===== src/hw/rtl/cda_pkg.sv =====
`timescale 1ns / 1ps
package cda_pkg;

	localparam int YEAR_MAX = 9999;

	localparam int DAY_W  = 5;
	localparam int MON_W  = 4;
	localparam int YEAR_W = 14;
	localparam int CNT_W  = 23;
	localparam int ST_W   = 2;

	localparam logic [ST_W-1:0] ST_OK    = 2'd0;
	localparam logic [ST_W-1:0] ST_BAD_A = 2'd1;
	localparam logic [ST_W-1:0] ST_BAD_B = 2'd2;
	localparam logic [ST_W-1:0] ST_RANGE = 2'd3;

	localparam logic FUNC_DIFF = 1'b0;
	localparam logic FUNC_ADD  = 1'b1;

	localparam int QUEUE_DEPTH = 2;

	localparam longint unsigned ERA_DAYS = 64'd146097;

	// reciprocals for division by constants
	localparam int K_Y100 = 21;
	localparam longint unsigned M_Y100 = ((64'd1 << K_Y100) + 64'd99) / 64'd100;
	localparam int K_Y400 = 23;
	localparam longint unsigned M_Y400 = ((64'd1 << K_Y400) + 64'd399) / 64'd400;
	localparam int K_ERA = 41;
	localparam longint unsigned M_ERA = (64'd1 << K_ERA) / ERA_DAYS;
	localparam int K_1460 = 28;
	localparam longint unsigned M_1460 = ((64'd1 << K_1460) + 64'd1459) / 64'd1460;
	localparam int K_36524 = 33;
	localparam longint unsigned M_36524 = ((64'd1 << K_36524) + 64'd36523) / 64'd36524;
	localparam int K_365 = 26;
	localparam longint unsigned M_365 = ((64'd1 << K_365) + 64'd364) / 64'd365;
	localparam int K_C100 = 12;
	localparam longint unsigned M_C100 = ((64'd1 << K_C100) + 64'd99) / 64'd100;
	localparam int K_153 = 19;
	localparam longint unsigned M_153 = ((64'd1 << K_153) + 64'd152) / 64'd153;

	typedef struct packed {
		logic              func;
		logic [ST_W-1:0]   st;
		logic [CNT_W-1:0]  days_a;
		logic [CNT_W-1:0]  days_b;
		logic signed [CNT_W-1:0] ofs;
	} q_entry_t;

	// first day of each month counted from March
	function automatic logic [8:0] mp_offset(input logic [3:0] mp);
		logic [8:0] r;
		case (mp)
			4'd0:    r = 9'd0;
			4'd1:    r = 9'd31;
			4'd2:    r = 9'd61;
			4'd3:    r = 9'd92;
			4'd4:    r = 9'd122;
			4'd5:    r = 9'd153;
			4'd6:    r = 9'd184;
			4'd7:    r = 9'd214;
			4'd8:    r = 9'd245;
			4'd9:    r = 9'd275;
			4'd10:   r = 9'd306;
			4'd11:   r = 9'd337;
			default: r = 9'd0;
		endcase
		return r;
	endfunction

endpackage


===== src/hw/rtl/cda_in_if.sv =====
`timescale 1ns / 1ps
interface cda_in_if;
	logic                      valid;
	logic                      ready;
	logic                      func;
	logic [cda_pkg::DAY_W-1:0]  day_a;
	logic [cda_pkg::MON_W-1:0]  month_a;
	logic [cda_pkg::YEAR_W-1:0] year_a;
	logic [cda_pkg::DAY_W-1:0]  day_b;
	logic [cda_pkg::MON_W-1:0]  month_b;
	logic [cda_pkg::YEAR_W-1:0] year_b;
	logic signed [cda_pkg::CNT_W-1:0] day_offset;

	modport source (output valid, func, day_a, month_a, year_a, day_b, month_b, year_b,
		day_offset, input ready);
	modport sink (input valid, func, day_a, month_a, year_a, day_b, month_b, year_b,
		day_offset, output ready);
endinterface


===== src/hw/rtl/cda_out_if.sv =====
`timescale 1ns / 1ps
interface cda_out_if;
	logic                       valid;
	logic                       ready;
	logic [cda_pkg::DAY_W-1:0]  result_day;
	logic [cda_pkg::MON_W-1:0]  result_month;
	logic [cda_pkg::YEAR_W-1:0] result_year;
	logic signed [cda_pkg::CNT_W-1:0] day_count;
	logic [cda_pkg::ST_W-1:0]   status;

	modport source (output valid, result_day, result_month, result_year, day_count, status,
		input ready);
	modport sink (input valid, result_day, result_month, result_year, day_count, status,
		output ready);
endinterface


===== src/hw/rtl/calendar_date_arithmetic.sv =====
// channel  dir  handshake      payload
// req      in   valid/ready    func, dates A and B, day_offset
// rsp      out  valid/ready    result date, day_count, status
//
// One request per cycle sustained while responses are taken; accepted requests pass
// through the queue and then the nine-stage back pipeline, which turns a day count
// into a date through chained reciprocal multiplies.
// Reset clears the queue and all stage valid bits; no clearing pass.
// A stalled response freezes the back pipeline; the two-entry queue keeps
// accepting requests until it is full.
`timescale 1ns / 1ps
module calendar_date_arithmetic (
	input  logic      clk,
	input  logic      arst_n,
	cda_in_if.sink    req,
	cda_out_if.source rsp
);
	import cda_pkg::*;

	localparam int LVL_W = $clog2(QUEUE_DEPTH + 1);

	logic             push;
	logic             pop;
	logic             q_valid;
	logic             full;
	q_entry_t         wdata;
	q_entry_t         rdata;
	logic [LVL_W-1:0] level;

	cda_front u_front (
		.req   (req),
		.full  (full),
		.push  (push),
		.entry (wdata)
	);

	cda_queue u_queue (
		.clk     (clk),
		.arst_n  (arst_n),
		.push    (push),
		.wdata   (wdata),
		.pop     (pop),
		.q_valid (q_valid),
		.full    (full),
		.rdata   (rdata),
		.level   (level)
	);

	cda_back u_back (
		.clk     (clk),
		.arst_n  (arst_n),
		.q_valid (q_valid),
		.q_data  (rdata),
		.pop     (pop),
		.rsp     (rsp)
	);

`ifndef SYNTHESIS
	a_err_zero: assert property (@(posedge clk) disable iff (!arst_n)
		rsp.valid && rsp.status != ST_OK |-> rsp.result_day == '0 && rsp.result_month == '0
			&& rsp.result_year == '0 && rsp.day_count == '0)
		else $error("failed response carries nonzero fields");

	a_one_kind: assert property (@(posedge clk) disable iff (!arst_n)
		rsp.valid && rsp.status == ST_OK && rsp.result_month != '0 |-> rsp.day_count == '0)
		else $error("add response carries a day count");

	a_fill: assert property (@(posedge clk) disable iff (!arst_n)
		push && !pop |=> level == $past(level) + LVL_W'(1))
		else $error("queue level did not advance on push");
`endif
endmodule


===== src/hw/rtl/cda_front.sv =====
`timescale 1ns / 1ps
module cda_front (
	cda_in_if.sink             req,
	input  logic               full,
	output logic               push,
	output cda_pkg::q_entry_t  entry
);
	import cda_pkg::*;

	function automatic logic date_ok(input logic [DAY_W-1:0] d, input logic [MON_W-1:0] m,
		input logic [YEAR_W-1:0] y);
		logic [28:0] p100;
		logic [7:0]  q100;
		logic [YEAR_W-1:0] rem100;
		logic leap;
		logic [DAY_W-1:0] last;
		p100   = {15'd0, y} * 29'(M_Y100);
		q100   = p100[K_Y100+7:K_Y100];
		rem100 = y - YEAR_W'({q100, 6'd0} + {q100, 5'd0} + {q100, 2'd0});
		leap   = ((y[1:0] == 2'd0) && (rem100 != '0)) || ((rem100 == '0) && (q100[1:0] == 2'd0));
		case (m)
			4'd2:                      last = leap ? 5'd29 : 5'd28;
			4'd4, 4'd6, 4'd9, 4'd11:   last = 5'd30;
			default:                   last = 5'd31;
		endcase
		return (y >= YEAR_W'(1)) && (y <= YEAR_W'(YEAR_MAX)) && (m >= 4'd1) && (m <= 4'd12)
			&& (d >= 5'd1) && (d <= last);
	endfunction

	function automatic logic [CNT_W-1:0] to_days(input logic [DAY_W-1:0] d,
		input logic [MON_W-1:0] m, input logic [YEAR_W-1:0] y);
		logic [YEAR_W-1:0] yy;
		logic [28:0] p100;
		logic [28:0] p400;
		logic [3:0]  mp;
		logic [23:0] days;
		yy   = (m <= 4'd2) ? y - YEAR_W'(1) : y;
		p100 = {15'd0, yy} * 29'(M_Y100);
		p400 = {15'd0, yy} * 29'(M_Y400);
		mp   = (m >= 4'd3) ? m - 4'd3 : m + 4'd9;
		days = 24'(yy) * 24'd365 + 24'(yy[YEAR_W-1:2]) - 24'(p100[K_Y100+7:K_Y100])
			+ 24'(p400[K_Y400+5:K_Y400]) + 24'(mp_offset(mp)) + 24'(d) - 24'd1;
		return days[CNT_W-1:0];
	endfunction

	logic ok_a;
	logic ok_b;

	assign req.ready = !full;
	assign push      = req.valid && !full;

	always_comb begin
		ok_a         = date_ok(req.day_a, req.month_a, req.year_a);
		ok_b         = date_ok(req.day_b, req.month_b, req.year_b);
		entry.func   = req.func;
		entry.days_a = to_days(req.day_a, req.month_a, req.year_a);
		entry.days_b = to_days(req.day_b, req.month_b, req.year_b);
		entry.ofs    = req.day_offset;
		if (!ok_a) begin
			entry.st = ST_BAD_A;
		end else if (req.func == FUNC_DIFF && !ok_b) begin
			entry.st = ST_BAD_B;
		end else begin
			entry.st = ST_OK;
		end
	end
endmodule


===== src/hw/rtl/cda_queue.sv =====
`timescale 1ns / 1ps
module cda_queue (
	input  logic               clk,
	input  logic               arst_n,
	input  logic               push,
	input  cda_pkg::q_entry_t  wdata,
	input  logic               pop,
	output logic               q_valid,
	output logic               full,
	output cda_pkg::q_entry_t  rdata,
	output logic [$clog2(cda_pkg::QUEUE_DEPTH+1)-1:0] level
);
	import cda_pkg::*;

	localparam int PTR_W = (QUEUE_DEPTH > 1) ? $clog2(QUEUE_DEPTH) : 1;
	localparam int LVL_W = $clog2(QUEUE_DEPTH + 1);

	q_entry_t          mem_q [QUEUE_DEPTH];
	logic [PTR_W-1:0]  wr_q;
	logic [PTR_W-1:0]  rd_q;
	logic [LVL_W-1:0]  cnt_q;

	assign q_valid = (cnt_q != '0);
	assign full    = (cnt_q == LVL_W'(QUEUE_DEPTH));
	assign rdata   = mem_q[rd_q];
	assign level   = cnt_q;

	always_ff @(posedge clk) begin
		if (push) begin
			mem_q[wr_q] <= wdata;
		end
	end

	always_ff @(posedge clk or negedge arst_n) begin
		if (!arst_n) begin
			wr_q  <= '0;
			rd_q  <= '0;
			cnt_q <= '0;
		end else begin
			if (push) begin
				wr_q <= (wr_q == PTR_W'(QUEUE_DEPTH - 1)) ? '0 : wr_q + PTR_W'(1);
			end
			if (pop) begin
				rd_q <= (rd_q == PTR_W'(QUEUE_DEPTH - 1)) ? '0 : rd_q + PTR_W'(1);
			end
			if (push && !pop) begin
				cnt_q <= cnt_q + LVL_W'(1);
			end else if (pop && !push) begin
				cnt_q <= cnt_q - LVL_W'(1);
			end
		end
	end
endmodule


===== src/hw/rtl/cda_back.sv =====
`timescale 1ns / 1ps
module cda_back (
	input  logic               clk,
	input  logic               arst_n,
	input  logic               q_valid,
	input  cda_pkg::q_entry_t  q_data,
	output logic               pop,
	cda_out_if.source          rsp
);
	import cda_pkg::*;

	localparam int NSTG = 9;

	logic [NSTG-1:0] vld_q;
	logic            adv;

	logic              func_s1;
	logic [ST_W-1:0]   st_s1;
	logic [23:0]       diff_s1;
	logic [24:0]       z_s1;

	logic [ST_W-1:0]   st_s2, st_s3, st_s4, st_s5, st_s6, st_s7, st_s8;
	logic [CNT_W-1:0]  cnt_s2, cnt_s3, cnt_s4, cnt_s5, cnt_s6, cnt_s7, cnt_s8;
	logic              add_s2, add_s3, add_s4, add_s5, add_s6, add_s7, add_s8;
	logic [23:0]       zu_s2, zu_s3;
	logic [47:0]       pe_s2;
	logic [6:0]        era_s3, era_s4, era_s5, era_s6, era_s7, era_s8;
	logic [24:0]       ep_s3;
	logic [17:0]       doe_s4, doe_s5, doe_s6, doe_s7;
	logic [6:0]        a_s5;
	logic [2:0]        b_s5;
	logic              c_s5;
	logic [17:0]       n_s6;
	logic [8:0]        yoe_s7, yoe_s8;
	logic [8:0]        doy_s8;

	logic [DAY_W-1:0]  day_s9;
	logic [MON_W-1:0]  mon_s9;
	logic [YEAR_W-1:0] year_s9;
	logic [CNT_W-1:0]  cnt_s9;
	logic [ST_W-1:0]   st_s9;

	logic [ST_W-1:0]   st2;
	logic [24:0]       r4;
	logic [35:0]       pa5;
	logic [35:0]       pb5;
	logic [35:0]       pn7;
	logic [17:0]       t8;
	logic [10:0]       x9;
	logic [22:0]       p9;
	logic [3:0]        mp9;
	logic [8:0]        d9;
	logic [MON_W-1:0]  m9;
	logic [15:0]       yy9;
	logic [15:0]       y9;
	logic              ok9;

	assign adv = !vld_q[NSTG-1] || rsp.ready;
	assign pop = adv && q_valid;

	always_ff @(posedge clk or negedge arst_n) begin
		if (!arst_n) begin
			vld_q <= '0;
		end else if (adv) begin
			vld_q <= {vld_q[NSTG-2:0], q_valid};
		end
	end

	always_comb begin
		st2 = st_s1;
		if (st_s1 == ST_OK) begin
			if (func_s1 == FUNC_DIFF) begin
				if (diff_s1[23] != diff_s1[22]) begin
					st2 = ST_RANGE;
				end
			end else if (z_s1[24]) begin
				st2 = ST_RANGE;
			end
		end
		r4  = {1'b0, zu_s3} - ep_s3;
		pa5 = {18'd0, doe_s4} * 36'(M_1460);
		pb5 = {18'd0, doe_s4} * 36'(M_36524);
		pn7 = {18'd0, n_s6} * 36'(M_365);
		t8  = 18'(yoe_s7) * 18'd365 + 18'(yoe_s7[8:2])
			- 18'((14'(yoe_s7) * 14'(M_C100)) >> K_C100);
		x9  = 11'(doy_s8) * 11'd5 + 11'd2;
		p9  = 23'(x9) * 23'(M_153);
		mp9 = p9[K_153+3:K_153];
		d9  = doy_s8 - mp_offset(mp9) + 9'd1;
		m9  = (mp9 < 4'd10) ? mp9 + 4'd3 : mp9 - 4'd9;
		yy9 = 16'(yoe_s8) + 16'(era_s8) * 16'd400;
		y9  = (m9 <= 4'd2) ? yy9 + 16'd1 : yy9;
		ok9 = add_s8 && (y9 >= 16'd1) && (y9 <= 16'(YEAR_MAX));
	end

	always_ff @(posedge clk) begin
		if (adv) begin
			func_s1 <= q_data.func;
			st_s1   <= q_data.st;
			diff_s1 <= {1'b0, q_data.days_a} - {1'b0, q_data.days_b};
			z_s1    <= {2'b0, q_data.days_a} + {{2{q_data.ofs[CNT_W-1]}}, q_data.ofs};

			st_s2  <= st2;
			cnt_s2 <= (st2 == ST_OK && func_s1 == FUNC_DIFF) ? diff_s1[CNT_W-1:0] : '0;
			add_s2 <= (st2 == ST_OK && func_s1 == FUNC_ADD);
			zu_s2  <= z_s1[23:0];
			pe_s2  <= {24'd0, z_s1[23:0]} * 48'(M_ERA);

			st_s3  <= st_s2;
			cnt_s3 <= cnt_s2;
			add_s3 <= add_s2;
			zu_s3  <= zu_s2;
			era_s3 <= pe_s2[K_ERA+6:K_ERA];
			ep_s3  <= 25'(pe_s2[K_ERA+6:K_ERA]) * 25'(ERA_DAYS);

			st_s4  <= st_s3;
			cnt_s4 <= cnt_s3;
			add_s4 <= add_s3;
			if (r4 >= 25'(ERA_DAYS)) begin
				era_s4 <= era_s3 + 7'd1;
				doe_s4 <= 18'(r4 - 25'(ERA_DAYS));
			end else begin
				era_s4 <= era_s3;
				doe_s4 <= r4[17:0];
			end

			st_s5  <= st_s4;
			cnt_s5 <= cnt_s4;
			add_s5 <= add_s4;
			era_s5 <= era_s4;
			doe_s5 <= doe_s4;
			a_s5   <= pa5[K_1460+6:K_1460];
			b_s5   <= pb5[K_36524+2:K_36524];
			c_s5   <= (doe_s4 == 18'(ERA_DAYS - 64'd1));

			st_s6  <= st_s5;
			cnt_s6 <= cnt_s5;
			add_s6 <= add_s5;
			era_s6 <= era_s5;
			doe_s6 <= doe_s5;
			n_s6   <= doe_s5 + 18'(b_s5) - 18'(a_s5) - 18'(c_s5);

			st_s7  <= st_s6;
			cnt_s7 <= cnt_s6;
			add_s7 <= add_s6;
			era_s7 <= era_s6;
			doe_s7 <= doe_s6;
			yoe_s7 <= pn7[K_365+8:K_365];

			st_s8  <= st_s7;
			cnt_s8 <= cnt_s7;
			add_s8 <= add_s7;
			era_s8 <= era_s7;
			yoe_s8 <= yoe_s7;
			doy_s8 <= 9'(doe_s7 - t8);

			day_s9  <= ok9 ? d9[DAY_W-1:0] : '0;
			mon_s9  <= ok9 ? m9 : '0;
			year_s9 <= ok9 ? y9[YEAR_W-1:0] : '0;
			cnt_s9  <= cnt_s8;
			st_s9   <= (add_s8 && !ok9) ? ST_RANGE : st_s8;
		end
	end

	assign rsp.valid        = vld_q[NSTG-1];
	assign rsp.result_day   = day_s9;
	assign rsp.result_month = mon_s9;
	assign rsp.result_year  = year_s9;
	assign rsp.day_count    = cnt_s9;
	assign rsp.status       = st_s9;
endmodule


===== src/flat_wrapper.sv =====
// flat-port wrapper written by rule: the top's interface ports become plain ports
module calendar_date_arithmetic_flat import cda_pkg::*;
  (clk, arst_n, req_valid, req_func, req_day_a, req_month_a, req_year_a, req_day_b, req_month_b, req_year_b, req_day_offset, req_ready, rsp_valid, rsp_result_day, rsp_result_month, rsp_result_year, rsp_day_count, rsp_status, rsp_ready);
  cda_in_if req_i ();
  cda_out_if rsp_i ();
  input  logic clk;
  input  logic arst_n;
  input wire logic [$bits(req_i.valid)-1:0] req_valid;
  input wire logic [$bits(req_i.func)-1:0] req_func;
  input wire logic [$bits(req_i.day_a)-1:0] req_day_a;
  input wire logic [$bits(req_i.month_a)-1:0] req_month_a;
  input wire logic [$bits(req_i.year_a)-1:0] req_year_a;
  input wire logic [$bits(req_i.day_b)-1:0] req_day_b;
  input wire logic [$bits(req_i.month_b)-1:0] req_month_b;
  input wire logic [$bits(req_i.year_b)-1:0] req_year_b;
  input wire logic [$bits(req_i.day_offset)-1:0] req_day_offset;
  output wire logic [$bits(req_i.ready)-1:0] req_ready;
  output wire logic [$bits(rsp_i.valid)-1:0] rsp_valid;
  output wire logic [$bits(rsp_i.result_day)-1:0] rsp_result_day;
  output wire logic [$bits(rsp_i.result_month)-1:0] rsp_result_month;
  output wire logic [$bits(rsp_i.result_year)-1:0] rsp_result_year;
  output wire logic [$bits(rsp_i.day_count)-1:0] rsp_day_count;
  output wire logic [$bits(rsp_i.status)-1:0] rsp_status;
  input wire logic [$bits(rsp_i.ready)-1:0] rsp_ready;
  assign req_i.valid = req_valid;
  assign req_i.func = req_func;
  assign req_i.day_a = req_day_a;
  assign req_i.month_a = req_month_a;
  assign req_i.year_a = req_year_a;
  assign req_i.day_b = req_day_b;
  assign req_i.month_b = req_month_b;
  assign req_i.year_b = req_year_b;
  assign req_i.day_offset = req_day_offset;
  assign req_ready = req_i.ready;
  assign rsp_valid = rsp_i.valid;
  assign rsp_result_day = rsp_i.result_day;
  assign rsp_result_month = rsp_i.result_month;
  assign rsp_result_year = rsp_i.result_year;
  assign rsp_day_count = rsp_i.day_count;
  assign rsp_status = rsp_i.status;
  assign rsp_i.ready = rsp_ready;
  calendar_date_arithmetic u_core (.clk(clk), .arst_n(arst_n), .req(req_i), .rsp(rsp_i));
endmodule

===== config.mk =====
export PLATFORM = sky130hd
export DESIGN_NAME = calendar_date_arithmetic_flat
export DESIGN_NICKNAME = d
export VERILOG_FILES = /design/src/hw/rtl/cda_pkg.sv /design/src/hw/rtl/cda_in_if.sv /design/src/hw/rtl/cda_out_if.sv /design/src/hw/rtl/calendar_date_arithmetic.sv /design/src/hw/rtl/cda_front.sv /design/src/hw/rtl/cda_queue.sv /design/src/hw/rtl/cda_back.sv /design/src/flat_wrapper.sv
export SDC_FILE = /design/constraint.sdc
export NUM_CORES = 2
export LEC_CHECK = 0
export BUFFER_PORTS_ARGS = -buffer_cell sky130_fd_sc_hd__buf_2
export CORE_ASPECT_RATIO = 1.4
export CORE_MARGIN = 8
export CORE_UTILIZATION = 55
export CTS_BUF_LIST = sky130_fd_sc_hd__clkbuf_4
export CTS_CLUSTER_DIAMETER = 150
export DETAILED_ROUTE_END_ITERATION = 12
export PLACE_DENSITY = 0.71
export SLEW_MARGIN = 30
export SYNTH_ARGS = -nofsm -noshare
export SYNTH_HDL_FRONTEND = slang
export SYNTH_SLANG_ARGS = --single-unit

===== constraint.sdc =====
create_clock -name clk -period 23 [get_ports clk]
set_clock_uncertainty 0.2 [all_clocks]
set_input_delay 4.6 -clock clk [delete_from_list [all_inputs] [get_ports clk]]
set_output_delay 4.6 -clock clk [all_outputs]
set_load 0.02 [all_outputs]

# --- Yosys cells after proc, flatten, opt, wreduce, memory -nomap -nowiden ---
# Memories as Yosys holds them, arrays and structs flattened.
# Cells that the tools add are included.
totals:
  reg_bits: 567
  ram_bits: 144
  romBits: 432
  input_bits: 74
  out_inout_bits: 50
  word_cells: 228
  memories: 4
memory_table:
  columns: ["name", "depth", "word_bits", "read_ports", "rd_ports_with_merged_regs", "write_ports", "line", "source"]
  rows:
  - ["(no name shown)", 16, 9, 1, 0, 0, "cda_pkg.sv:53", "case (mp)"]
  - ["(no name shown)", 16, 9, 1, 0, 0, "cda_pkg.sv:53", null]
  - ["(no name shown)", 16, 9, 1, 0, 0, "cda_pkg.sv:53", null]
  - ["u_core.u_queue.mem_q", 2, 72, 1, 0, 1, "cda_queue.sv:18", "q_entry_t mem_q [QUEUE_DEPTH];"]
op_classes:
  n_addsub: 46
  mul: 16
  n_lt_le_gt_ge: 21
  eq_ne: 13
  n_mux: 24
  bitwise: 2
  n_reduce_logical: 47
ops:
  columns: ["cell", "count"]
  rows:
  - ["$mul 14x13->27 const B", 4]
  - ["$mul 18x16->33 const B", 2]
  - ["$mul 24x23->47 const B", 1]
  - ["$add 23x12->23", 2]
  - ["$add 23x5->23", 2]
  - ["$add 23x6->23", 2]
  - ["$add 23x9->23", 2]
  - ["$mul 14x9->23 const B", 2]
  - ["$sub 23x1->23 const B", 2]
  - ["$sub 23x8->23", 2]
  - ["$mul 18x18->36 const B", 1]
  - ["$add 14x10->14", 2]
  - ["$add 14x13->14", 2]
  - ["$ge 14x1->1 const B", 2]
  - ["$le 14x14->1 const B", 2]
  - ["$logic_not 14->1", 2]
  - ["$mux 14", 2]
  - ["$reduce_bool 14->1", 2]
  - ["$sub 14x1->14 const B", 2]
  - ["$sub 14x14->14", 2]
  - ["$add 24x23->25", 1]
  - ["$ge 25x18->1 const B", 1]
  - ["$mul 7x18->25 const B", 1]
  - ["$sub 24x25->25", 1]
  - ["55 further kinds", 125]

# --- Logic depth before layout (Yosys ltp) ---
logic_depth:
  depth_word: 15
  ltp_mapped: 54
  depth_no_buf: 54

# --- Cells and area by module ---
# Synthesis repeated with hierarchy kept, for this count alone.
unflattened:
  hier_cells: 7243
  area_unflattened_um2: 82679.3
by_module_without_submodules:
  columns: ["module", "instances", "cells_per_inst", "area_each_um2", "seq_area_each_um2"]
  rows:
  - ["cda_back", 1, 4334, 51959.8, 15539.9]
  - ["cda_front", 1, 2669, 24985.2, 0.0]
  - ["cda_queue", 1, 240, 5734.2, 4424.2]

# --- Least setup slack after synthesis ---
# Ideal clock, no wire load.
synth_timing:
  path_type: "input to register"
  from: "input port rsp_ready"
  to: "register u_core.u_back.vld_q[1]"
  setup_ns: 0.143
  arrival_ns: 20.606
  required_ns: 22.657
  slack_ns: 2.051
  path_stages: 3
  n_path_buf: 1
  cell_sequence: "nand2b_1 -> clkbuf_1 -> mux2_2"
synth_between:
  elab_chain_len: 1
synth_rtl:
  columns: ["element", "line", "source"]
  rows:
  - ["start, declared", "flat_wrapper.sv:24", "input wire logic [$bits(rsp_i.ready)-1:0] rsp_ready;"]
  - ["$logic_or 1x1->1", "cda_back.sv:58", "assign adv = !vld_q[NSTG-1] || rsp.ready;"]
  - ["net u_core.u_back.adv", "cda_back.sv:15", "logic adv;"]
  - ["end signal, assigned", "cda_back.sv:65", "vld_q <= {vld_q[NSTG-2:0], q_valid};"]
  - ["end, declared", "cda_back.sv:14", "logic [NSTG-1:0] vld_q;"]
# The timed path passes the listed nets, and every way through them passes these cells.
# A chain may end at the register's enable or synchronous reset.

==> metrics.txt <==
Cell Rows approximately 170; Final setup viols 0; Avg Inst Size Synth between 10 and 15 um^2; Slew @ Worst Pin between 1000 and 1500 ps; first-pass GRT wire length roughly 280000 um; P&R area growth vs syn 6.73%; CP most frequent cell fa_1; final net count around 10k; final hold vios 0; RSZ-0062 raised after global routing no; FF-to-FF path depth 32; post-CTS setup buffers 0; Buffers on Ports ~120; status finished clean; post-DP HPWL between 100000 and 150000 um; r2r endpoint u_core.u_back.rsp.result_year[9]; drt drc 0; average routed wire per standard cell 18.2 um; CP Capture Type register; Worst-path clk slew 60 ps; largest net degree at the start of global routing 171; clk buf depth 3; cts hold-fix bufs 0; Synth Register Bits between 600 and 700; GRT overflow 0; clock latency at the later pin of the worst-skew pair approximately 1100 ps; hold path start u_core.u_back.cnt_s2[2]; clock root cell clkbuf_4; FF-to-FF Start u_core.u_back.doy_s8[1]; DR vias/cell roughly 5.3; overall routed net length ~170000 um; routing usage on met1 23.0%; critical path class in -> reg; iteration count of the initial detailed-routing pass 5; Fmax achieved 0.0589 GHz; GR Util All Layers between 20% and 30%; final core utilization between 50% and 60%; hold path cells 0; Main synth FF type edfxtp_1; die height around 470 um; vias about 50k; slew margin rel. between 20% and 30%; cts bufs inserted about 170; period utilisation layout 73.8%; yosys warns 0; met2 usage a little over two fifths; CTS tree yes; asr flop ratio synth under 10%; hold endpoint u_core.u_back.cnt_s3[2]; cts repair resizes 0; htree depth 4; GR peak layer met2; Placer Congestion approximately 0.94; share of cells above drive strength 1 approximately 6.9%; Routed Antenna Nets 0; Post-Syn Instances between 7k and 8k; peak per-stage delay on the critical path about 620 ps; I/O Pins about 120; total core area about 150000 um^2; initial antenna violation count 6; vias in the first global route 55.7k; max cap viols 0; post-placement cell count 9128; syn nets between 9k and 10k; DRT iter0 DRCs roughly 1.7k; CP max stage cell a2111oi_0; count of different cell masters after synthesis 80; CP startpoint kind primary input; Netlist Area Pre-Place 80800 um^2; crit path max fanout 7; die extent in x roughly 340 um; Starting Density a little under three fifths; Tightest Hold Check Type reg -> reg; WP data required approximately 24000 ps; setup TNS 0 ps; met3 usage under 10%; DIE AREA ~160000 um^2; Max Slew Vio Count 0; CTS sink count 667; Seq/Total Area, Yosys between 20% and 30%; EDFF count, synth 654; Non-Filler Instances approximately 9.4k; crit path DAT 17560 ps; Period minus WS final 16970 ps; reg2reg setup slack between 10000 and 15000 ps
-- cell usage after synthesis, types with 7 or more instances --
| library cell | instances | area, um^2 |
|---|---|---|
| a2111oi_0 | 9 | 78.8 |
| a211o_1 | 8 | 70.1 |
| a211oi_1 | 23 | 173 |
| a21boi_0 | 23 | 173 |
| a21o_1 | 94 | 706 |
| a21oi_1 | 165 | 826 |
| a31o_2 | 11 | 96.3 |
| a31oi_1 | 22 | 138 |
| a41o_1 | 7 | 70.1 |
| and2_1 | 43 | 269 |
| and3_1 | 30 | 188 |
| clkbuf_1 | 25 | 93.8 |
| dfrtp_1 | 13 | 325 |
| edfxtp_1 | 654 | 19600 |
| fa_1 | 1064 | 21300 |
| ha_1 | 1652 | 20700 |
| inv_1 | 1796 | 6740 |
| mux2_2 | 52 | 586 |
| mux2i_1 | 32 | 320 |
| nand2_1 | 138 | 518 |
| nand2b_1 | 33 | 206 |
| nand3_1 | 81 | 405 |
| nand4_1 | 27 | 169 |
| nor2_1 | 236 | 886 |
| nor2b_1 | 46 | 288 |
| nor3_1 | 81 | 405 |
| nor4_1 | 15 | 93.8 |
| o2111ai_1 | 13 | 114 |
| o211ai_1 | 12 | 90.1 |
| o21a_1 | 38 | 285 |
| o21ai_0 | 124 | 621 |
| o21bai_1 | 26 | 195 |
| o31ai_1 | 7 | 52.6 |
| o41ai_1 | 8 | 70.1 |
| or2_2 | 14 | 87.6 |
| or3_1 | 21 | 131 |
| xnor2_1 | 229 | 2010 |
| xor2_1 | 90 | 788 |
-- layer usage --
layer | wire length (um) | vias to the layer above
li1 | - | 23800
met1 | 62500 | 24900
met2 | 95200 | 851
met3 | 4580 | 407
met4 | 8950 | 2
met5 | 8 | -
-- flip-flops by register name (all words and copies together), names as in the netlist, 24 cells and up --
signal / cells
u_core.u_queue.mem_q: 144
u_core.u_back.z_s1: 25
u_core.u_back.zu_s2: 24
u_core.u_back.diff_s1: 24
u_core.u_back.zu_s3: 24
-- through the flow --
step | setup WS, ps | hold WS (ps) | cell area, um^2
2_1_floorplan | 2050 | 200 | 80800
6_report | 6030 | 176 | 86200
4_1_cts | 6150 | 168 | 86200
3_5_place_dp | 4930 | 205 | 84100
5_1_grt | 5090 | 174 | 86200
3_3_place_gp | 5160 | 201 | 84100
-- final cells by class --
| type | instances | area (um^2) |
|---|---|---|
| clock buffer | 223 | 1670 |
| timing repair buffer | 169 | 985 |
| sequential | 667 | 20000 |
| fill | 12100 | 59800 |
| clock inverter | 64 | 429 |
| multi-input combinational | 4564 | 54000 |
| tap | 1932 | 2420 |
| antenna | 6 | 15.0 |
| inverter | 1796 | 6740 |
-- worst max path at each step --
stage                              start                           to  slack (ps)  cells after the start
final                      req_year_a[2]  u_core.u_queue.mem_q[0][68]        6030                     48
after global routing       req_year_a[2]  u_core.u_queue.mem_q[1][68]        5090                     48
after CTS                 req_month_b[0]  u_core.u_queue.mem_q[0][45]        6150                     46
after detailed placement  req_month_b[0]  u_core.u_queue.mem_q[0][45]        4930                     46
after global placement    req_month_b[0]  u_core.u_queue.mem_q[0][45]        5160                     46
after floorplan                rsp_ready       u_core.u_back.vld_q[1]        2050                      3
-- layout by cell type (no fill, tap or decap), drive strengths merged, types with 22 or more instances in the layout --
cell / instances
a211oi: 26
a21boi: 25
a21o: 94
a21oi: 166
a31oi: 22
and2: 43
and3: 30
buf: 169
clkbuf: 223
clkinv: 50
edfxtp: 654
fa: 1064
ha: 1652
inv: 1806
mux2: 53
mux2i: 32
nand2: 139
nand2b: 33
nand3: 81
nand4: 27
nor2: 236
nor2b: 46
nor3: 81
o21a: 38
o21ai: 127
o21bai: 26
xnor2: 232
xor2: 90
-- kinds of logic (layout without fill, tap and decap cells) --
group | count (synthesis) | after routing | synth area share [%]
XOR/XNOR | 322 | 322 | 3.53
buffers and inverters | 1830 | 2252 | 8.53
multiplexers | 85 | 85 | 1.14
AO/OA/AOI/OAI | 648 | 648 | 5.33
adder cells (fa/ha/maj) | 2716 | 2716 | 52.0
AND/OR/NAND/NOR | 793 | 793 | 4.80
flip-flops | 667 | 667 | 24.7
other | 0 | 6 | 0
-- worst max-delay path, delay by kind of cell --
kind	cells	cell delay [ps]
compound gates	13	3840
fa+ha+maj	14	5880
simple gates	10	1530
xor+xnor	3	690
buf+inv	8	1020
Power is not shown: default switching activity piles up to over one toggle a cycle in this logic, so the estimate is an artifact.
